[src/sv/mbe_pkg.sv]
// ----------------------------------------------------------------------------
// mbe_pkg
// Shared constants and types for the Mandelbrot escape-time block.
// ----------------------------------------------------------------------------
package mbe_pkg;

  // Default field widths
  localparam int DEF_COORD_WIDTH = 32;
  localparam int DEF_ITER_WIDTH  = 12;

  // Integer bits of the fixed-point coordinate format (Q4.x)
  localparam int INT_BITS = 4;

  // Reset value of the iteration limit register
  localparam int MAX_ITER_RESET = 64;

  // Entries in the queue between classifier and iteration engine
  localparam int QUEUE_DEPTH = 2;

  // Register port geometry
  localparam int APB_ADDR_W = 3;
  localparam int APB_DATA_W = 32;

  // Register indexes
  localparam logic [0:0] REG_MAX_ITER = 1'b0;

  // Queue status seen by both sides
  typedef struct packed {
    logic full;
    logic empty;
  } queue_stat_t;

endpackage

[src/sv/mbe_mulq.sv]
// ----------------------------------------------------------------------------
// mbe_mulq
// Signed fixed-point multiply, floored back to the working fraction width.
// ----------------------------------------------------------------------------
module mbe_mulq #(
  parameter int IN_W  = mbe_pkg::DEF_COORD_WIDTH + 2,
  parameter int SHIFT = mbe_pkg::DEF_COORD_WIDTH - mbe_pkg::INT_BITS,
  parameter int OUT_W = mbe_pkg::DEF_COORD_WIDTH + 5
) (
  input  logic signed [IN_W-1:0]  a_i,
  input  logic signed [IN_W-1:0]  b_i,
  output logic signed [OUT_W-1:0] p_o
);

  logic signed [2*IN_W-1:0] full;

  assign full = a_i * b_i;
  // dropping low bits of a two's complement product floors toward minus infinity
  assign p_o  = full[SHIFT +: OUT_W];

endmodule

[src/sv/mbe_front.sv]
// ----------------------------------------------------------------------------
// mbe_front
// Request intake and interior classification (cardioid and two bulbs).
// ----------------------------------------------------------------------------
module mbe_front #(
  parameter int COORD_WIDTH = mbe_pkg::DEF_COORD_WIDTH
) (
  input  logic                       clk_i,
  input  logic                       rst_ni,
  input  logic                       start_i,
  output logic                       busy_o,
  input  logic signed [COORD_WIDTH-1:0] c_re_i,
  input  logic signed [COORD_WIDTH-1:0] c_im_i,
  input  mbe_pkg::queue_stat_t       qstat_i,
  output logic                       push_o,
  output logic [2*COORD_WIDTH:0]     push_data_o
);

  localparam int F   = COORD_WIDTH - mbe_pkg::INT_BITS;
  localparam int OPW = COORD_WIDTH + 2;
  localparam int PW  = COORD_WIDTH + 5;

  localparam logic signed [OPW-1:0] ONE     = OPW'(1) << F;
  localparam logic signed [OPW-1:0] QUARTER = ONE >>> 2;
  localparam logic signed [OPW-1:0] C_B2    = OPW'(21) * (ONE >>> 4);
  localparam logic signed [PW-1:0]  FOUR_P  = PW'(4) << F;
  localparam logic signed [PW:0]    ONE_S   = (PW+1)'(1) << F;
  localparam logic signed [PW:0]    B1_LIM  = ONE_S >>> 4;
  localparam logic signed [PW:0]    B2_LIM  = ONE_S >>> 8;

  typedef enum logic [2:0] {
    ST_IDLE, ST_YSQ, ST_XM, ST_B1, ST_B2, ST_CARD, ST_CMP, ST_PUSH
  } state_e;

  state_e                        state_q;
  logic                          inside_q;
  logic signed [COORD_WIDTH-1:0] cre_q, cim_q;
  logic signed [OPW-1:0]         x_ext, y_ext, xm, b1, b2, q_op, qxm_op;
  logic signed [OPW-1:0]         mul_a, mul_b;
  logic signed [PW-1:0]          prod, prod_q, ysq_q, q_q;
  logic signed [PW:0]            sq_sum;
  logic                          card_hit;

  assign x_ext  = OPW'(cre_q);
  assign y_ext  = OPW'(cim_q);
  assign xm     = x_ext - QUARTER;
  assign b1     = x_ext + ONE;
  assign b2     = x_ext + C_B2;
  // wraps only when q >= 32, where the cardioid test is already out
  assign q_op   = q_q[OPW-1:0];
  assign qxm_op = q_op + xm;

  assign sq_sum   = (PW+1)'(prod_q) + (PW+1)'(ysq_q);
  assign card_hit = (q_q < FOUR_P) && (prod_q < (ysq_q >>> 2));

  always_comb begin
    unique case (state_q)
      ST_XM:   begin mul_a = xm;   mul_b = xm;     end
      ST_B1:   begin mul_a = b1;   mul_b = b1;     end
      ST_B2:   begin mul_a = b2;   mul_b = b2;     end
      ST_CARD: begin mul_a = q_op; mul_b = qxm_op; end
      default: begin mul_a = y_ext; mul_b = y_ext; end
    endcase
  end

  mbe_mulq #(.IN_W(OPW), .SHIFT(F), .OUT_W(PW)) u_mul (
    .a_i(mul_a),
    .b_i(mul_b),
    .p_o(prod)
  );

  always_ff @(posedge clk_i or negedge rst_ni) begin
    if (!rst_ni) begin
      state_q  <= ST_IDLE;
      inside_q <= 1'b0;
    end else begin
      unique case (state_q)
        ST_IDLE: begin
          if (start_i) begin
            state_q  <= ST_YSQ;
            inside_q <= 1'b0;
          end
        end
        ST_YSQ:  state_q <= ST_XM;
        ST_XM:   state_q <= ST_B1;
        ST_B1:   state_q <= ST_B2;
        ST_B2: begin
          inside_q <= (sq_sum < B1_LIM);
          state_q  <= ST_CARD;
        end
        ST_CARD: begin
          if (sq_sum < B2_LIM) inside_q <= 1'b1;
          state_q <= ST_CMP;
        end
        ST_CMP: begin
          if (card_hit) inside_q <= 1'b1;
          state_q <= ST_PUSH;
        end
        ST_PUSH: begin
          if (!qstat_i.full) state_q <= ST_IDLE;
        end
        default: state_q <= ST_IDLE;
      endcase
    end
  end

  always_ff @(posedge clk_i) begin
    prod_q <= prod;
    if (state_q == ST_IDLE && start_i) begin
      cre_q <= c_re_i;
      cim_q <= c_im_i;
    end
    if (state_q == ST_XM) ysq_q <= prod_q;
    if (state_q == ST_B1) q_q   <= sq_sum[PW-1:0];
  end

  assign busy_o      = (state_q != ST_IDLE);
  assign push_o      = (state_q == ST_PUSH) && !qstat_i.full;
  assign push_data_o = {inside_q, cre_q, cim_q};

endmodule

[config.mk]
export PLATFORM = sky130hd
export DESIGN_NAME = mbe_front
export DESIGN_NICKNAME = d
export VERILOG_FILES = /design/src/sv/mbe_pkg.sv /design/src/sv/mbe_mulq.sv /design/src/sv/mbe_front.sv
export SDC_FILE = /design/constraint.sdc
export NUM_CORES = 2
export LEC_CHECK = 0
export ABC_CLOCK_PERIOD_IN_PS = 11500
export BUFFER_PORTS_ARGS = -buffer_cell sky130_fd_sc_hd__clkbuf_2
export CAP_MARGIN = 20
export CORE_MARGIN = 2
export CORE_UTILIZATION = 50
export DETAILED_ROUTE_END_ITERATION = 10
export PLACE_DENSITY = 0.74
export SLEW_MARGIN = 20
export SYNTH_ARGS = -nofsm -noshare
export SYNTH_HDL_FRONTEND = slang
export SYNTH_SLANG_ARGS = --single-unit
[constraint.sdc]
create_clock -name clk_i -period 11.5 [get_ports clk_i]
set_input_delay 3.45 -clock clk_i [delete_from_list [all_inputs] [get_ports clk_i]]
set_output_delay 3.45 -clock clk_i [all_outputs]
set_load 0.01 [all_outputs]
# After elaboration in Yosys (flattened, before gate mapping)
# Cells that the tools add are included.
# word_totals
ff_bits,179
input_bits,69
out_inout_bits,67
elab_cells,46
# op_classes
addsub,5
mul,1
n_lt_le_gt_ge,4
n_eq_ne,11
muxes,9
n_reduce_logical,9
# ops
cell,count
one-hot mux 34 bit (4 select lines),2
"adder 32 x 30 -> 33 bit, second input constant",2
multiplier 34 x 34 -> 65 bit,1
adder 37 x 37 -> 38 bit,1
"less-than comparator 38 x 22 -> 1 bit, second input constant",1
"less-than comparator 38 x 26 -> 1 bit, second input constant",1
"less-than comparator 37 x 32 -> 1 bit, second input constant",1
less-than comparator 37 x 35 -> 1 bit,1
adder 34 x 33 -> 34 bit,1
"subtractor 32 x 28 -> 33 bit, second input constant",1
one-hot mux 3 bit (8 select lines),1
"equality test 3 bit, second input constant",4
"inequality test 2 bit, second input constant",4
"equality test 3 x 2 -> 1 bit, second input constant",2
2-to-1 mux 3 bit,2
one-hot mux 1 bit (4 select lines),1
AND reduction 4 bit,1
nonzero test 4 bit,1
"equality test 3 x 1 -> 1 bit, second input constant",1
logical AND 1 bit,3
logical NOT 3 bit,1
2-to-1 mux 1 bit,3
nonzero test 3 bit,1
AND reduction 2 bit,1
logical NOT 1 bit,1

# Depth between registers and ports, before layout
# logic_depth
depth_word,4
depth_mapped,44
ltp_nobuf,43

# Modules after synthesis
# Synthesis repeated with hierarchy kept, for this count alone.
# hier_totals
cells_unflattened,5359
area_unflattened_um2,50870.0
# by_module_without_submodules
module,instances,cells_per_inst,area_per_inst_um2,seq_area_each_um2
mbe_mulq,1,4249,39714.3,0.0
mbe_front,1,1110,11155.7,4984.8

# Worst setup path after synthesis
# Ideal clock, no wire load.
# synth_timing
kind,reg2reg
startpoint,register cre_q[0]
endpoint,register prod_q[36]
setup_time_ns,0.123
t_arrival_ns,9.860
t_required_ns,11.377
slack_ns,1.517
path_stages_with_launch,43
n_path_buf,2
synth_period_minus_slack_ns,9.983
path_cell_list,edfxtp_1 -> ha_1 -> fa_1 -> a21o_1 -> a21o_1 -> a21o_1 -> a21oi_1 -> o21bai_1 -> a21oi_1 -> o21bai_1 -> a21oi_1 -> xnor2_1 -> a211o_1 -> o21a_1 -> clkbuf_1 -> nand2_1 -> fa_1 -> inv_1 -> [... 7 more ...] -> fa_1 -> fa_1 -> inv_1 -> fa_1 -> ha_1 -> clkbuf_1 -> nand2_1 -> or3_1 -> a211oi_1 -> a21oi_1 -> o21a_1 -> o221a_2 -> a21oi_1 -> nor2_1 -> o31a_1 -> o21ai_1 -> a21oi_1 -> xor2_1
# synth_between
elab_chain_len,4
elab_cells_between_ends,7
cone_classes,4 x add/sub; 1 x mul; 2 x mux
# synth_lines
item,line_no,text
start: declaration,mbe_front.sv:37,"logic signed [COORD_WIDTH-1:0] cre_q, cim_q;"
start signal: assignment,mbe_front.sv:110,cre_q <= c_re_i;
subtractor 32 x 28 -> 33 bit,mbe_front.sv:46,assign xm = x_ext - QUARTER;
adder 34 x 33 -> 34 bit,mbe_front.sv:51,assign qxm_op = q_op + xm;
one-hot mux 34 bit (4 select lines),mbe_front.sv:57,unique case (state_q)
multiplier 34 x 34 -> 65 bit (*),mbe_mulq.sv:17,assign full = a_i * b_i;
net prod[36],mbe_front.sv:40,"logic signed [PW-1:0] prod, prod_q, ysq_q, q_q;"
end signal: assignment,mbe_front.sv:108,prod_q <= prod;
end: declaration,mbe_front.sv:40,
# The timed path passes the listed nets; every way through them passes the cells marked *.
# A chain may end at the register's enable or synchronous reset.

# Worst setup path after layout
# layout_timing
startpoint,register cre_q[1]
endpoint,register prod_q[36]
# Same word-level chain as after synthesis.

==> impl_metrics.tcl <==
set metrics [dict create \
    die_x_um 318 \
    numCtsBuffers 17 \
    synth_warnings 0 \
    drv_cap 0 \
    met1_usage 0.376 \
    cts_hold_buf 0 \
    place.gp.congestion 1.01 \
    hold_slack_ps 489 \
    critPathSlowestCell "fa_1" \
    r2r.worst_path.cells 40 \
    final_nets 6970 \
    grt_pass1_vias 40200 \
    core_area_um2 98100 \
    vias 37700 \
    drt-total-wl_um 146000 \
    fin_skew_ps 24.7 \
    slew-limit-headroom 0.273 \
    clock_path_buffers 2 \
    synthFlopType "edfxtp_1" \
    path_depth 40 \
    ys_types 89 \
    min_period_ps 11140 \
    hold_viol_final 0 \
    hold_class "reg2reg" \
    grt_pass1_wl_um 230000 \
    dieArea_um2 101000 \
    antenna_found_initial 1 \
    clock_latency_ps 470 \
    crit_top_cell "fa_1" \
    cp_max_fo 7 \
    num_rows 115 \
    drt_iter0_markers 3122 \
    globalRouteMet3Util 0.0565 \
    dp_hpwl_um 125000 \
    grt.busiest_layer "met2" \
    crit_path_max_incr_delay_ps 580 \
    syn2layout_area_growth_pct 7.62 \
    cts_tree "yes" \
    die_y_um 318 \
    synth_seq_cells 179 \
    endpoint_kind "flop" \
    tns_ps 0 \
    async_flop_share 0.0223 \
    antenna_left 0 \
    syn_nets 6844 \
    fin_crit_sh 0.969 \
    yosysSeqAreaShare 0.101 \
    grt_usage 0.297 \
    grt_start_max_net_pins 43 \
    critPathTopFamily "adder cells" \
    clock_tree.root_cell "clkbuf_16" \
    synth_edf_count 138 \
    crit_buf_inv 6 \
    worst_pin_slew_ps 1080 \
    setup_viol 0 \
    post-route-drc-count 0 \
    worstHoldPathCells 0 \
    critPathArrivalTime_ps 11480 \
    grt_use_met2 0.482 \
    critPathKind "reg2reg" \
    fmax_ghz 0.0898 \
    syn_inst 5255 \
    rsz0062_at_grt "false" \
    clk_pin_slew_ps 90 \
    wl_per_cell_um 21.9 \
    drive_gt1_frac 0.0792 \
    worstPathRequired_ps 11840 \
    drt_first_pass_iters 5 \
    io_pins 136 \
    drv_slew 0 \
    clkSinkCount 179 \
    cts_setup_buffers 0 \
    cp-start-kind "flop" \
    htreeDepth 4 \
    status "finished, final reports clean" \
    avgSynthCellArea_um2 9.39 \
    start_util 0.503 \
    grt_overflow 0 \
    port_buffers 134 \
    netlist_area_um2 49300 \
    via_per_inst 5.64 \
]
[final cells by class]
| cell class | instances | area (um^2) |
|---|---|---|
| diodes | 1 | 2.50 |
| clock buffers | 17 | 425 |
| clock inverters | 15 | 220 |
| fillers | 8763 | 45000 |
| inverters | 1174 | 4410 |
| multi-input cells | 3674 | 39200 |
| flip-flops and latches | 179 | 4980 |
| well taps | 1287 | 1610 |
| repair buffers | 335 | 2270 |
[metrics by stage]
| step | util | setup slack (ps) | area, um^2 | cells |
|---|---|---|---|---|
| floorplan | - | 1520 | 49300 | 5255 |
| global placement | 0.534 | 528 | 52400 | 6649 |
| detailed placement | 0.534 | 441 | 52400 | 6649 |
| CTS | 0.541 | 378 | 53100 | 6681 |
| global route | 0.541 | 29.9 | 53100 | 6681 |
| finish | 0.541 | 361 | 53100 | 6682 |
[registers in the layout, summed over array words and instances (netlist names)]
| name | count |
|---|---|
| q_q | 37 |
| cim_q | 32 |
| ysq_q | 37 |
| inside_q | 1 |
| cre_q | 32 |
| prod_q | 37 |
| state_q | 3 |
[cells by family after synthesis]
logic type               count (synthesis)  synth area share
AND/OR/NAND/NOR                       1478             0.124
buffers and inverters                 1402             0.107
AO/OA/AOI/OAI                          545            0.0748
flip-flops                             179             0.101
multiplexers                             3          0.000634
adder cells (fa/ha/maj)               1520             0.569
XOR/XNOR                               128            0.0227
[metal layers]
metal  routed length (um)  up-vias
li1                     -    16100
met3                13700      431
met5                    0        -
met2                68900     1886
met4                 9650        0
met1                53900    19300
[Yosys cell counts (all sizes together), types with 3 or more instances]
cell	n	area (um^2)
a2111oi	3	26.3
a211o	8	70.1
a211oi	11	82.6
a21bo	3	30.0
a21boi	5	37.5
a21o	110	830
a21oi	148	744
a221o	20	200
a221oi	22	216
a22o	3	26.3
a22oi	6	45.0
a311oi	3	26.3
a31o	4	35.0
a31oi	13	81.3
a32oi	4	42.6
and2	84	528
and3	13	82.6
buf	33	141
clkbuf	194	728
dfrtp	4	100
dfxtp	37	741
edfxtp	138	4140
fa	1207	24200
ha	313	3920
inv	1173	4400
nand2	882	3310
nand2b	22	138
nand3	31	155
nand4	20	125
nor2	351	1320
nor2b	15	93.8
nor3	23	120
nor4	5	37.5
o211ai	10	75.1
o21a	23	174
o21ai	91	463
o21bai	22	165
o22ai	6	43.8
o31a	5	43.8
o31ai	8	60.1
or2	13	81.3
or3	8	50.1
or4	3	30.0
xnor2	89	780
xor2	39	342
[placed cells by master, fill, tap and decap left out, types with 11 or more instances in the layout]
master | netlist | final
fa_1 | 1207 | 1207
inv_1 | 1172 | 1172
nand2_1 | 882 | 882
nor2_1 | 351 | 348
ha_1 | 313 | 312
buf_4 | 2 | 194
a21oi_1 | 147 | 139
edfxtp_1 | 138 | 138
clkbuf_2 | 0 | 134
a21o_1 | 107 | 107
xnor2_1 | 89 | 89
and2_1 | 82 | 81
o21ai_0 | 72 | 72
xor2_1 | 39 | 39
dfxtp_1 | 37 | 37
nand3_1 | 31 | 30
nor3_1 | 22 | 22
nand2b_1 | 22 | 22
o21bai_1 | 22 | 22
o21a_1 | 22 | 21
nand4_1 | 20 | 20
a221o_1 | 20 | 19
clkbuf_16 | 0 | 17
a221oi_1 | 20 | 16
nor2b_1 | 15 | 15
o21ai_1 | 17 | 14
a31oi_1 | 13 | 13
and3_1 | 12 | 12
a211oi_1 | 11 | 11
[path summary, 6_finish.rpt]
path	start	to	slack, ps
setup / recovery	cre_q[1]	prod_q[36]	360
hold / removal	prod_q[33]	ysq_q[33]	490
min in group asynchronous	rst_ni	state_q[1]	2790
hold reg to reg	prod_q[33]	ysq_q[33]	490
setup reg to reg	cre_q[1]	prod_q[36]	360
max in group asynchronous	rst_ni	inside_q	8570
[what timing repair did]
item	CTS	global route
setup endpoints to repair	0	12
resized for setup	0	8
endpoints found under the hold margin	0	0
Power is left out: the tool's default activity adds up to more than one toggle a clock period on the data nets, which glitch-free logic cannot reach.
