**src/sv/mbe_pkg.sv**
```systemverilog
// ----------------------------------------------------------------------------
// mbe_pkg
// Shared constants and types for the Mandelbrot escape-time block.
// ----------------------------------------------------------------------------
package mbe_pkg;

  // Default field widths
  localparam int DEF_COORD_WIDTH = 32;
  localparam int DEF_ITER_WIDTH  = 12;

  // Integer bits of the fixed-point coordinate format (Q4.x)
  localparam int INT_BITS = 4;

  // Reset value of the iteration limit register
  localparam int MAX_ITER_RESET = 64;

  // Entries in the queue between classifier and iteration engine
  localparam int QUEUE_DEPTH = 2;

  // Register port geometry
  localparam int APB_ADDR_W = 3;
  localparam int APB_DATA_W = 32;

  // Register indexes
  localparam logic [0:0] REG_MAX_ITER = 1'b0;

  // Queue status seen by both sides
  typedef struct packed {
    logic full;
    logic empty;
  } queue_stat_t;

endpackage

```
**src/sv/mbe_queue.sv**
```systemverilog
// ----------------------------------------------------------------------------
// mbe_queue
// Short first-in first-out queue of classified points.
// ----------------------------------------------------------------------------
module mbe_queue #(
  parameter int DATA_W = 2 * mbe_pkg::DEF_COORD_WIDTH + 1
) (
  input  logic                 clk_i,
  input  logic                 rst_ni,
  input  logic                 push_i,
  input  logic [DATA_W-1:0]    push_data_i,
  input  logic                 pop_i,
  output logic [DATA_W-1:0]    pop_data_o,
  output mbe_pkg::queue_stat_t qstat_o
);

  localparam int DEPTH = mbe_pkg::QUEUE_DEPTH;
  localparam int PTR_W = (DEPTH > 1) ? $clog2(DEPTH) : 1;
  localparam int CNT_W = $clog2(DEPTH + 1);

  logic [DATA_W-1:0] slot_q [DEPTH];
  logic [PTR_W-1:0]  wr_ptr_q, rd_ptr_q;
  logic [CNT_W-1:0]  cnt_q, cnt_d;
  logic              wr, rd;

  assign qstat_o.full  = (cnt_q == CNT_W'(DEPTH));
  assign qstat_o.empty = (cnt_q == '0);
  assign wr            = push_i && !qstat_o.full;
  assign rd            = pop_i && !qstat_o.empty;
  assign pop_data_o    = slot_q[rd_ptr_q];

  always_comb begin
    unique case ({wr, rd})
      2'b10:   cnt_d = cnt_q + 1'b1;
      2'b01:   cnt_d = cnt_q - 1'b1;
      default: cnt_d = cnt_q;
    endcase
  end

  always_ff @(posedge clk_i or negedge rst_ni) begin
    if (!rst_ni) begin
      wr_ptr_q <= '0;
      rd_ptr_q <= '0;
      cnt_q    <= '0;
    end else begin
      cnt_q <= cnt_d;
      if (wr) wr_ptr_q <= (wr_ptr_q == PTR_W'(DEPTH - 1)) ? '0 : wr_ptr_q + 1'b1;
      if (rd) rd_ptr_q <= (rd_ptr_q == PTR_W'(DEPTH - 1)) ? '0 : rd_ptr_q + 1'b1;
    end
  end

  always_ff @(posedge clk_i) begin
    if (wr) slot_q[wr_ptr_q] <= push_data_i;
  end

endmodule

```
**config.mk**
```make
export PLATFORM = sky130hd
export DESIGN_NAME = mbe_queue
export DESIGN_NICKNAME = d
export VERILOG_FILES = /design/src/sv/mbe_pkg.sv /design/src/sv/mbe_queue.sv
export SDC_FILE = /design/constraint.sdc
export NUM_CORES = 1
export LEC_CHECK = 0
export BUFFER_PORTS_ARGS = -buffer_cell sky130_fd_sc_hd__buf_4
export CAP_MARGIN = 20
export CORE_ASPECT_RATIO = 0.6
export CORE_UTILIZATION = 45
export DETAILED_ROUTE_END_ITERATION = 8
export MAX_ROUTING_LAYER = met4
export PLACE_DENSITY_LB_ADDON = 0.12
export SLEW_MARGIN = 40
export SYNTH_ARGS = -nofsm -noshare
export SYNTH_HDL_FRONTEND = slang
export SYNTH_SLANG_ARGS = --single-unit
```
**constraint.sdc**
```tcl
create_clock -name clk_i -period 3.8 [get_ports clk_i]
set_input_delay 0.76 -clock clk_i [delete_from_list [all_inputs] [get_ports clk_i]]
set_output_delay 0.76 -clock clk_i [all_outputs]
set_load 0.1 [all_outputs]
```
# After elaboration in Yosys (flattened, before gate mapping)
# Memories as Yosys holds them, arrays and structs flattened.
# Cells that the tools add are included.
# classes
addsub	4
n_eq_ne	3
n_mux	5
n_reduce_logical	6
# op_table
op	n
$eq A2 B2 Y1 const B	2
$mux W1	4
$pmux W2 S2	1
$add A1 B1 Y1 const B	2
$add A2 B1 Y2 const B	1
$eq A2 B1 Y1 const B	1
$logic_and A1 B1 Y1	2
$logic_not A1 Y1	2
$logic_not A2 Y1	1
$reduce_bool A2 Y1	1
$sub A2 B1 Y2 const B	1
# totals
register_bits	4
mem_bits_rw	130
inputBits	69
memories	1
# memory_table
memory	depth	word_bits	rd	rd_ports_with_merged_regs	wr	line_no	source
slot_q	2	65	1	0	1	mbe_queue.sv:21	logic [DATA_W-1:0] slot_q [DEPTH];

# Longest topological paths before layout
# Gate-level depths: netlist of the first run.
# depth
depth_word	5
ltp_mapped	6

# Worst setup path before layout of the first run
# OpenSTA, ideal clock, no wires.
# synth_path
path_kind	input-to-reg
startpoint	in push_i
endpoint	mem slot_q[0][0] (netlist bit), enable pin
setup_time_ns	0.488
arrival_time_ns	3.571
required_time_ns	3.312
slack_ns	-0.259
path_stages	2
cell_sequence	nand2_1 -> nor2_1
# synth_via
elab_chain_cells	3
# synth_lines
item	line_no	source
start: declaration	mbe_queue.sv:10	input logic push_i,
$logic_and A1 B1 Y1	mbe_queue.sv:28	assign wr = push_i && !qstat_o.full;
$mux W1	mbe_queue.sv:53	if (wr) slot_q[wr_ptr_q] <= push_data_i;
$mux W1 (implied by the code)	mbe_queue.sv:53	
end: declaration	mbe_queue.sv:21	
# Every way passes these cells.

# Final worst setup path of the first run
# layout_path
startpoint	reg rd_ptr_q
endpoint	out pop_data_o[49]
# layout_via
elab_chain_cells	1
# layout_lines
item	line_no	source
start: declaration	mbe_queue.sv:22	logic [PTR_W-1:0] wr_ptr_q, rd_ptr_q;
start signal: assignment	mbe_queue.sv:48	if (rd) rd_ptr_q <= (rd_ptr_q == PTR_W'(DEPTH - 1)) ? '0 : rd_ptr_q + 1'b1;
$mem_v2 Z2 W65	n/a	
end: declaration	mbe_queue.sv:13	output logic [DATA_W-1:0] pop_data_o,
# Every way passes these cells.

==> summary.md, run 1 <==
| Metric | Value |
|---|---|
| DRC viols | 9 |
| Type of element capturing the critical path | output port |
| I/O pin cnt | 136 |
| Post-Route Skew | 0.00702 ns |
| Class of the worst hold path | primary input to async pin |
| Reg2reg setup slack | 1.84 ns |
| Die Wd | ~140 um |
| Quantity of hold-fixing buffers added after cts | 0 |
| Area of the die | 11700 um2 |
| Final setup violating endpoints | 0 |
| Number of search-and-repair iterations in the first detailed-routing pass | 6 |
| Resize count post-CTS | 0 |
| Routed WL per cell | 16.3 um |
| Pin count of the biggest net entering global routing | 38 |
| Slew of the pin with the lowest slew margin | 0.726 ns |
| Clock tree root buffer cell | clkbuf_16 |
| Total count of max-transition violations in the final report | 0 |
| Signed area change from the synthesized netlist to the final layout | 36.0% |
| Synthesized Nets | 290 |
| Fmax achieved | 346 MHz |
| Starting Density | 0.470 |
| Setup TNS | 0 ns |
| Sequential element share of the synthesized area | 0.793 |
| Max_cap viols | 0 |
| Area leader, netlist | edfxtp_1 |
| Maximum fanout along the worst path | 34 |
| Required time at the endpoint of the critical path | roughly 3 ns |
| Post-synthesis instance area | 5050 um2 |
| Global-route wire length before repair | ~13 mm |
| TritonCTS clock tree | yes |
| End of the worst register-to-register path | slot_q[0][13] |
| Kind of start point of the critical path | flop |
| Number of different library cells in the post-synthesis netlist | 15 |
| Hold violation total from the final report | 0 |
| Flip-flop and latch count after synthesis | 134 |
| Sum of routed wire length over all layers | around 8.5 mm |
| Number of antenna violations at the first check in global routing | 0 |
| CTS clk-pin slew, worst paths | 0.06 ns |
| Number of cell instances on the worst register-to-register path | 4 |
| Weighted congestion reported at the end of routability-driven placement | 0.734 |
| Unrepaired setup endpoints after global routing | false |
| Via total after detailed routing | around 2500 |
| Inserted Diodes | 0 |
| Instance area at placement | 6250 um2 |
| Clock latency at the later pin of the worst-skew pair | ~0.41 ns |
| Number of antenna-violating nets in the routed design | 0 |
| Overflow left after global routing | 0 |
| DRT iter0 DRCs | 130 |
| Violations in the final reports | DRC |
| Core area | roughly 11000 um2 |
| DP HPWL | around 5.6 mm |
| Worst EP arrival | between 2 and 2.5 ns |
| Leading cell types by total area after synthesis | edfxtp_1, mux2_4, mux2_2 |
| Ratio of final minimum period to clock period | 0.760 |
| Average via count per standard cell | ~4.7 |
| Share of the synthesized area in the top cell type | 0.774 |
| Total track usage | 0.164 |
| Rel. slew slack | 0.516 |
| Number of standard-cell rows in the floorplan | 29 |
| Vias in the first global route | around 2700 |
| Post-layout instance area | 6860 um2 |
| Post-Synthesis Cells | 220 |
| Average cell area after synthesis | roughly 23 um2 |
| Buffer count from post-CTS setup fixing | 0 |
| Number of fill cells in the layout | about 780 |
| Floorplan die height | between 80 and 90 um |
| Bufs on Longest Clock Path | 2 |
| Launch point of the worst reg-to-reg path | cnt_q[0] |
| Number of buffers added by the clock tree synthesis step | 17 |
| Run status | complete, but fails checks |
| Layout Nets | 441 |
| Port Buffer Count | about 140 |
| Fin crit period | about 2.9 ns |
| Share of layout cells above drive strength 1 | 0.617 |
| H-tree levels | 4 |
| Number of synthesis warnings | 0 |
| Critical path class | flop to output port |
| # clock sinks | ~130 |
[worst max path at each step]
| stage | start | slack, ns | cells after the start | end |
|---|---|---|---|---|
| floorplan | push_i | 0.83 | 2 | slot_q[0][0] |
| global placement | rd_ptr_q | 1.29 | 3 | pop_data_o[49] |
| detailed placement | rd_ptr_q | 1.29 | 3 | pop_data_o[49] |
| CTS | rd_ptr_q | 0.85 | 3 | pop_data_o[49] |
| global route | rd_ptr_q | 0.80 | 3 | pop_data_o[38] |
| finish | rd_ptr_q | 0.91 | 3 | pop_data_o[49] |
[flip-flops by register name, indices dropped and copies added (netlist names)]
name and flops:
rd_ptr_q 1, slot_q 130, wr_ptr_q 1, cnt_q 2
[synthesized netlist by cell type]
cell type  instances
buf_2              2
mux2_2            25
inv_1              1
edfxtp_1         130
and3_1             1
xnor2_1            3
dfrtp_1            4
nor2b_1            1
nor2_1             3
nand2_1            1
nand2b_1           1
ha_1               1
xor2_1             2
buf_6              5
mux2_4            40
[worst max-delay path, cell delays in order, from the launching register on]
cell	delay [ns]
dfrtp_4	0.79
buf_12	0.32
mux2_2	0.37
buf_4	0.23
[per-layer routing]
metal  up-vias  wire [um]  GRT usage  part of all wire
met5         -          0          -                 0
met4         0         90     0.0788             0.011
met3         8        771     0.0631             0.090
met2        94       3990      0.243              0.47
met1      1207       3700      0.198              0.43
li1       1174          -          -                 -
[layout by cell type (no fill, tap or decap)]
cell type,synthesis,routed
buf_4,0,136
edfxtp_1,130,130
mux2_4,40,40
mux2_2,25,25
clkbuf_16,0,17
bufinv_16,0,4
clkinv_2,0,4
xnor2_1,3,3
clkinvlp_4,0,3
dfrtp_1,4,3
buf_12,0,3
nor2_1,3,2
xor2_1,2,2
clkinv_4,0,2
nand2b_1,1,1
inv_1,1,1
nand2_1,1,1
nor2b_1,1,1
and3_2,0,1
nor2_4,0,1
ha_1,1,1
clkinv_1,0,1
clkbuf_1,0,1
dfrtp_4,0,1
[cell families after synthesis]
kind of cell,Yosys count,share of synthesized area
buffers and inverters,8,0.0139
multiplexers,65,0.175
AND/OR/NAND/NOR,7,0.00670
flip-flops,134,0.793
XOR/XNOR,5,0.00868
adder cells (fa/ha/maj),1,0.00248
[stage by stage]
| stage | setup slack [ns] | std cells | hold WS, ns | util |
|---|---|---|---|---|
| 6_report | 0.910 | 523 | 0.143 | 0.639 |
| 5_1_grt | 0.803 | 523 | 0.126 | 0.639 |
| 4_1_cts | 0.846 | 523 | 0.121 | 0.639 |
| 3_5_place_dp | 1.29 | 491 | 0.507 | 0.582 |
| 3_3_place_gp | 1.29 | 491 | 0.507 | 0.582 |
| 2_1_floorplan | 0.828 | 220 | 0.464 | - |
[final cells by class]
cell class                      count  area [um2]  share of cell area
Sequential cell                   134        4010               0.584
Timing Repair Buffer              139        1080               0.158
Multi-Input combinational cell     78         981               0.143
Clock buffer                       18         429              0.0626
Clock inverter                     14         184              0.0268
Tap cell                          139         174              0.0254
Inverter                            1        3.75            0.000547
Power of run 1 is left out: the tool's default activity adds up to more than one toggle a clock period on the data nets, which glitch-free logic cannot reach.
==> inputs of run 2 (changes only) <==
==> constraint.sdc (replaced) <==
create_clock -name clk_i -period 2.4 [get_ports clk_i]
set_input_delay 0.48 -clock clk_i [delete_from_list [all_inputs] [get_ports clk_i]]
set_output_delay 0.48 -clock clk_i [all_outputs]
set_load 0.1 [all_outputs]
==> run 2 against run 1 <==
Against the previous run:
- the run still ends with DRC left
- routed wire length rose by 4.7%
- setup slack got worse by 0.71 ns
- core utilization fell by 0.50 points
- worst hold slack improved by 0.11 ns
- largest cell class unchanged
- via count rose by 0.24%
- critical path type unchanged
==> summary.md, run 2 (synthesized netlist as in run 1, its figures left out) <==
| Metric | Value |
|---|---|
| Run status | complete, but fails checks |
| Violations in the final reports | DRC |
| Hold Path Cell Cnt | 1 |
| Average via count per standard cell | 4.75 (about the same) |
| Commonest cells after routing, fill and taps aside | buf_4, edfxtp_1, mux2_4 |
| H-tree levels | 4 (unchanged) |
| DP HPWL | 5.92 mm (+6.3%) |
| Sum of routed wire length over all layers | 8.95 mm (+4.7%) |
| CTS clk-pin slew, worst paths | 0.05 ns (about the same) |
| Final setup violating endpoints | 0 (unchanged) |
| Launch point of the worst reg-to-reg path | cnt_q[0] |
| Pin count of the biggest net entering global routing | 38 (unchanged) |
| Largest registers | slot_q: 130 flops, cnt_q: 2 flops |
| TritonCTS clock tree | yes |
| Slew of the pin with the lowest slew margin | 0.522 ns (-0.204 ns) |
| Clock tree root buffer cell | clkbuf_16 |
| Share of layout cells above drive strength 1 | 0.613 (-0.00420) |
| Buffering stage count on the worst path with inverters included | 2 (unchanged) |
| Bufs on Longest Clock Path | 2 (unchanged) |
| Resize count post-CTS | 0 (unchanged) |
| Cell class contributing the biggest share of worst-path delay | buffers and inverters |
| Die Wd | 139 um (unchanged) |
| Master of the slowest instance on the critical path | dfrtp_4 |
| Hold violation total from the final report | 0 (unchanged) |
| Endpoint of the most critical setup path | pop_data_o[64] |
| Cell depth of the worst setup path | 3 (unchanged) |
| End of the worst register-to-register path | slot_q[0][33] |
| Total count of max-transition violations in the final report | 0 (unchanged) |
| Vias in the first global route | 2631 (-1.1%) |
| Inserted Diodes | 0 (unchanged) |
| I/O pin cnt | 136 (unchanged) |
| Clock latency at the later pin of the worst-skew pair | 0.41 ns (about the same) |
| Core area | 10700 um2 (unchanged) |
| Ratio of final minimum period to clock period | 0.915 |
| DRT iter0 DRCs | 172 (+32%) |
| Setup TNS | 0 ns (unchanged) |
| Class of the worst hold path | primary input to flop |
| Fmax achieved | 455 MHz |
| Number of buffers added by the clock tree synthesis step | 17 (unchanged) |
| Floorplan die height | 84.0 um (unchanged) |
| DRC viols | 9 (unchanged) |
| Final setup margin | 0.204 ns (-0.707 ns) |
| Maximum fanout along the worst path | 35 (+2.9%) |
| Number of cell instances on the worst register-to-register path | 4 (unchanged) |
| Port Buffer Count | 135 (unchanged) |
| Reg2reg setup slack | 0.72 ns (-1.12 ns) |
| Longest individual stage delay on the worst path | 0.44 ns (-0.35 ns) |
| Number of standard-cell rows in the floorplan | 29 (unchanged) |
| Critical path class | flop to output port |
| Routed WL per cell | 17.1 um (+4.5%) |
| Buffer count from post-CTS setup fixing | 0 (unchanged) |
| Largest register FFs | 130 (unchanged) |
| Layout Nets | 444 (+0.68%) |
| Quantity of hold-fixing buffers added after cts | 1 (+1) |
| Worst EP arrival | 1.72 ns (-0.41 ns) |
| Global-route wire length before repair | 13.7 mm (+2.4%) |
| Required time at the endpoint of the critical path | 1.92 ns (-1.12 ns) |
| Number of search-and-repair iterations in the first detailed-routing pass | 8 (+2) |
| Most common cell after layout, fill and taps aside | buf_4 |
| Overflow left after global routing | 0 (unchanged) |
| Via total after detailed routing | 2489 (+0.24%) |
| Kind of start point of the critical path | flop |
| Number of antenna violations at the first check in global routing | 0 (unchanged) |
| # clock sinks | 134 (unchanged) |
| Number of fill cells in the layout | 750 (-4.0%) |
| Signed area change from the synthesized netlist to the final layout | 34.9% |
| Area of the die | 11700 um2 (unchanged) |
| Register with the highest flop count | slot_q |
| Type of element capturing the critical path | output port |
| Rel. slew slack | 0.652 (+0.136) |
| Weighted congestion reported at the end of routability-driven placement | 0.712 (-3.1%) |
| Total track usage | 0.169 (+0.00560) |
| Fin crit period | 2.20 ns |
| CP Launch Point | rd_ptr_q |
| Starting Density | 0.470 (unchanged) |
| Cell Chain, Critical Path | buf_12, mux2_2, buf_4 |
| Minimum setup slack after placement | 0.607 ns (-0.685 ns) |
| Number of antenna-violating nets in the routed design | 0 (unchanged) |
| Post-Route Skew | 0.00996 ns (+0.00294 ns) |
| Unrepaired setup endpoints after global routing | false |
| Max_cap viols | 0 (unchanged) |
## run 2: cell count changes in the layout (fill, tap and decap cells not counted), sizes merged
cell	before	now
buf	139	141
bufinv	4	2
clkbuf	18	19
clkinvlp	3	2
dlygate4sd3	0	1
## run 2: worst min-delay path by stage
stage          slack [ns]            end       startpoint
2_1_floorplan        0.18       cnt_q[0]           rst_ni
3_3_place_gp         0.28       cnt_q[1]           rst_ni
3_5_place_dp         0.28       cnt_q[1]           rst_ni
4_1_cts              0.24  slot_q[0][35]  push_data_i[35]
5_1_grt              0.23  slot_q[0][50]  push_data_i[50]
6_report             0.25  slot_q[1][62]  push_data_i[62]
## run 2: layout make-up
| type | instances | area (um2) | share of cell area |
|---|---|---|---|
| clock buffers | 19 | 433 | 0.0636 |
| clock inverters | 11 | 111 | 0.0164 |
| inverters | 1 | 3.75 | 0.000551 |
| multi-input cells | 78 | 983 | 0.144 |
| flip-flops and latches | 134 | 4010 | 0.589 |
| well taps | 139 | 174 | 0.0256 |
| repair buffers | 142 | 1090 | 0.161 |
## run 2: metrics by stage
| stage | hold slack (ns) | instance area, um2 | util | instances |
|---|---|---|---|---|
| 6_report | 0.254 | 6810 | 0.634 | 524 |
| 2_1_floorplan | 0.184 | 5060 | - | 220 |
| 4_1_cts | 0.239 | 6810 | 0.634 | 524 |
| 5_1_grt | 0.235 | 6810 | 0.634 | 524 |
| 3_3_place_gp | 0.280 | 6250 | 0.582 | 493 |
| 3_5_place_dp | 0.282 | 6250 | 0.582 | 493 |
## run 2: routing by layer
layer | global-route usage | vias up | part of all wire
met5 | - | - | 0
met4 | 0.0616 | 0 | 0.0083
met3 | 0.0809 | 8 | 0.091
met2 | 0.242 | 92 | 0.45
met1 | 0.209 | 1215 | 0.45
li1 | - | 1174 | -
Power of run 2 is left out for the same reason.
==> inputs of run 3 (changes only) <==
--- a/config.mk
+++ b/config.mk
@@ -11,7 +11,7 @@
 export CORE_UTILIZATION = 45
 export DETAILED_ROUTE_END_ITERATION = 8
 export MAX_ROUTING_LAYER = met4
-export PLACE_DENSITY_LB_ADDON = 0.12
+export PLACE_DENSITY = 0.73
 export SLEW_MARGIN = 40
 export SYNTH_ARGS = -nofsm -noshare
 export SYNTH_HDL_FRONTEND = slang
==> run 3 against run 2 <==
Against the previous run:
- the run still ends with DRC left
- maximum frequency down 4.5%
- sequential cell count did not move
- sequential share of layout area down 0.84 points
- cell area grew 1.5%
- setup slack got worse by 0.10 ns
- global-route usage up 0.20 points
- worst hold slack improved by 0.0052 ns
- clock-buffer cell count shrank 2
- non-clock buffer count grew 4
- die area is the same
- critical path type unchanged
==> summary.md, run 3 (synthesized netlist as in run 1, its figures left out) <==
| Metric | Value |
|---|---|
| Run status | complete, but fails checks |
| Violations in the final reports | DRC |
| Setup TNS | 0 ns (unchanged) |
| Launch point of the worst reg-to-reg path | cnt_q[0] |
| Total count of max-transition violations in the final report | 0 (unchanged) |
| Ratio of final minimum period to clock period | 0.959 (+0.0434) |
| H-tree levels | 4 (unchanged) |
| Maximum fanout along the worst path | 14 (-60%) |
| Via total after detailed routing | 2531 (+1.7%) |
| Final setup violating endpoints | 0 (unchanged) |
| Highest metal layer with signal wires | met4 |
| Signed area change from the synthesized netlist to the final layout | 36.8% |
| Bufs on Longest Clock Path | 2 (unchanged) |
| Number of cell instances on the worst register-to-register path | 4 (unchanged) |
| Register with the highest flop count | slot_q |
| Kind of start point of the critical path | flop |
| Number of standard-cell rows in the floorplan | 29 (unchanged) |
| Hold Path Cell Cnt | 1 (unchanged) |
| Floorplan die height | 84.0 um (unchanged) |
| Routed length on met1 | 4.24 mm (+4.4%) |
| Resize count post-CTS | 0 (unchanged) |
| DP HPWL | 6.07 mm (+2.5%) |
| CP Launch Point | rd_ptr_q |
| Sum of routed wire length over all layers | 9.30 mm (+4.0%) |
| Global-route wire length before repair | 14.1 mm (+2.8%) |
| Fin crit period | 2.30 ns (+0.104 ns) |
| Reg2reg setup slack | 0.73 ns (about the same) |
| Clock latency at the later pin of the worst-skew pair | 0.40 ns (about the same) |
| Commonest cells after routing, fill and taps aside | buf_4, edfxtp_1, mux2_4 |
| Post-layout instance area | 6910 um2 (+1.5%) |
| Starting Density | 0.470 (unchanged) |
| Worst EP arrival | 1.82 ns (+0.10 ns) |
| End of the worst register-to-register path | slot_q[0][15] |
| Number of buffers added by the clock tree synthesis step | 17 (unchanged) |
| Post-Route Skew | 0.00639 ns (-0.00357 ns) |
| Largest register FFs | 130 (unchanged) |
| Total track usage | 0.171 (+0.00205) |
| Hold violation total from the final report | 0 (unchanged) |
| Layout Nets | 448 (+0.90%) |
| Critical path class | flop to output port |
| Max_cap viols | 0 (unchanged) |
| Number of search-and-repair iterations in the first detailed-routing pass | 6 (-2) |
| Pin count of the biggest net entering global routing | 37 (-2.6%) |
| Slew of the pin with the lowest slew margin | 0.495 ns (-0.0269 ns) |
| Vias in the first global route | 2687 (+2.1%) |
| Unrepaired setup endpoints after global routing | false |
| Number of antenna violations at the first check in global routing | 0 (unchanged) |
| Detailed route wirelength on metal3 | 791 um (-2.9%) |
| Port Buffer Count | 135 (unchanged) |
| Instance area at placement | 6270 um2 (+0.36%) |
| Core area | 10700 um2 (unchanged) |
| Area of the die | 11700 um2 (unchanged) |
| Master of the slowest instance on the critical path | dfrtp_4 |
| Rel. slew slack | 0.670 (+0.0179) |
| Fmax achieved | 435 MHz (-4.5%) |
| TritonCTS clock tree | yes |
| Number of antenna-violating nets in the routed design | 0 (unchanged) |
| CTS clk-pin slew, worst paths | 0.06 ns (about the same) |
| Cell Chain, Critical Path | buf_4, mux2_4, buf_4 |
| Longest individual stage delay on the worst path | 0.60 ns (+0.16 ns) |
| WHS Endpoint | slot_q[0][0] |
| Origin of the worst min-delay path | push_data_i[0] |
| I/O pin cnt | 136 (unchanged) |
| Largest registers | slot_q: 130 flops, cnt_q: 2 flops |
| Most common cell type on the critical path | buf_4 |
| Average via count per standard cell | 4.78 (+0.54%) |
| Overflow left after global routing | 0 (unchanged) |
| Weighted congestion reported at the end of routability-driven placement | 0.717 (+0.73%) |
| Most common cell after layout, fill and taps aside | buf_4 |
| Inserted Diodes | 0 (unchanged) |
| Met2 wire length | 4.13 mm (+3.3%) |
| Share of layout cells above drive strength 1 | 0.629 (+0.0162) |
| Clock tree root buffer cell | clkbuf_16 |
| Die Wd | 139 um (unchanged) |
| Routed WL per cell | 17.5 um (+2.8%) |
| # clock sinks | 134 (unchanged) |
| Class of the worst hold path | primary input to flop |
| DRT iter0 DRCs | 166 (-3.5%) |
| Type of element capturing the critical path | output port |
| Required time at the endpoint of the critical path | 1.92 ns (about the same) |
| DRC viols | 10 (+1) |
[run 3: area by class of cell]
| type | count | area (um2) |
|---|---|---|
| fillers | 779 | 3830 |
| repair buffers | 146 | 1130 |
| inverters | 1 | 3.75 |
| clock inverters | 15 | 180 |
| well taps | 139 | 174 |
| multi-input cells | 78 | 983 |
| flip-flops and latches | 134 | 4010 |
| clock buffers | 17 | 425 |
[run 3: metal layers]
metal / up-vias / track usage
met1: 1234 / 0.215
met3: 13 / 0.0654
li1: 1184 / -
met2: 100 / 0.247
met5: - / -
met4: 0 / 0.0778
[run 3: how the worst max path moves through the flow]
stage               slack (ns)             end  cells after the start
floorplan                 0.30        cnt_q[1]                      5
global placement          0.39  pop_data_o[56]                      3
detailed placement        0.37   pop_data_o[3]                      3
CTS                       0.07   pop_data_o[3]                      3
global route              0.04   pop_data_o[3]                      3
finish                     0.1   pop_data_o[3]                      3
[run 3: worst max-delay path, delay by kind of cell (launching register included)]
| kind | cells | cell delay (ns) |
|---|---|---|
| DFF | 1 | 0.60 |
| buffers and inverters | 2 | 0.50 |
| muxes | 1 | 0.32 |
[run 3: what timing repair did]
| item | 4_1_cts | 5_1_grt |
|---|---|---|
| setup buffers | 1 | 0 |
| hold endpoints to repair | 4 | 0 |
| setup endpoints to repair | 46 | 0 |
| hold buffers | 1 | 0 |
[run 3: metrics by stage]
step / hold WS [ns] / setup WS, ns / util / instances
after floorplan: 0.184 / 0.305 / - / 220
after global placement: 0.279 / 0.386 / 0.584 / 496
after detailed placement: 0.281 / 0.372 / 0.584 / 496
after CTS: 0.240 / 0.0694 / 0.643 / 530
after global routing: 0.238 / 0.0377 / 0.643 / 530
final: 0.259 / 0.0995 / 0.643 / 530
Power of run 3 is left out for the same reason.
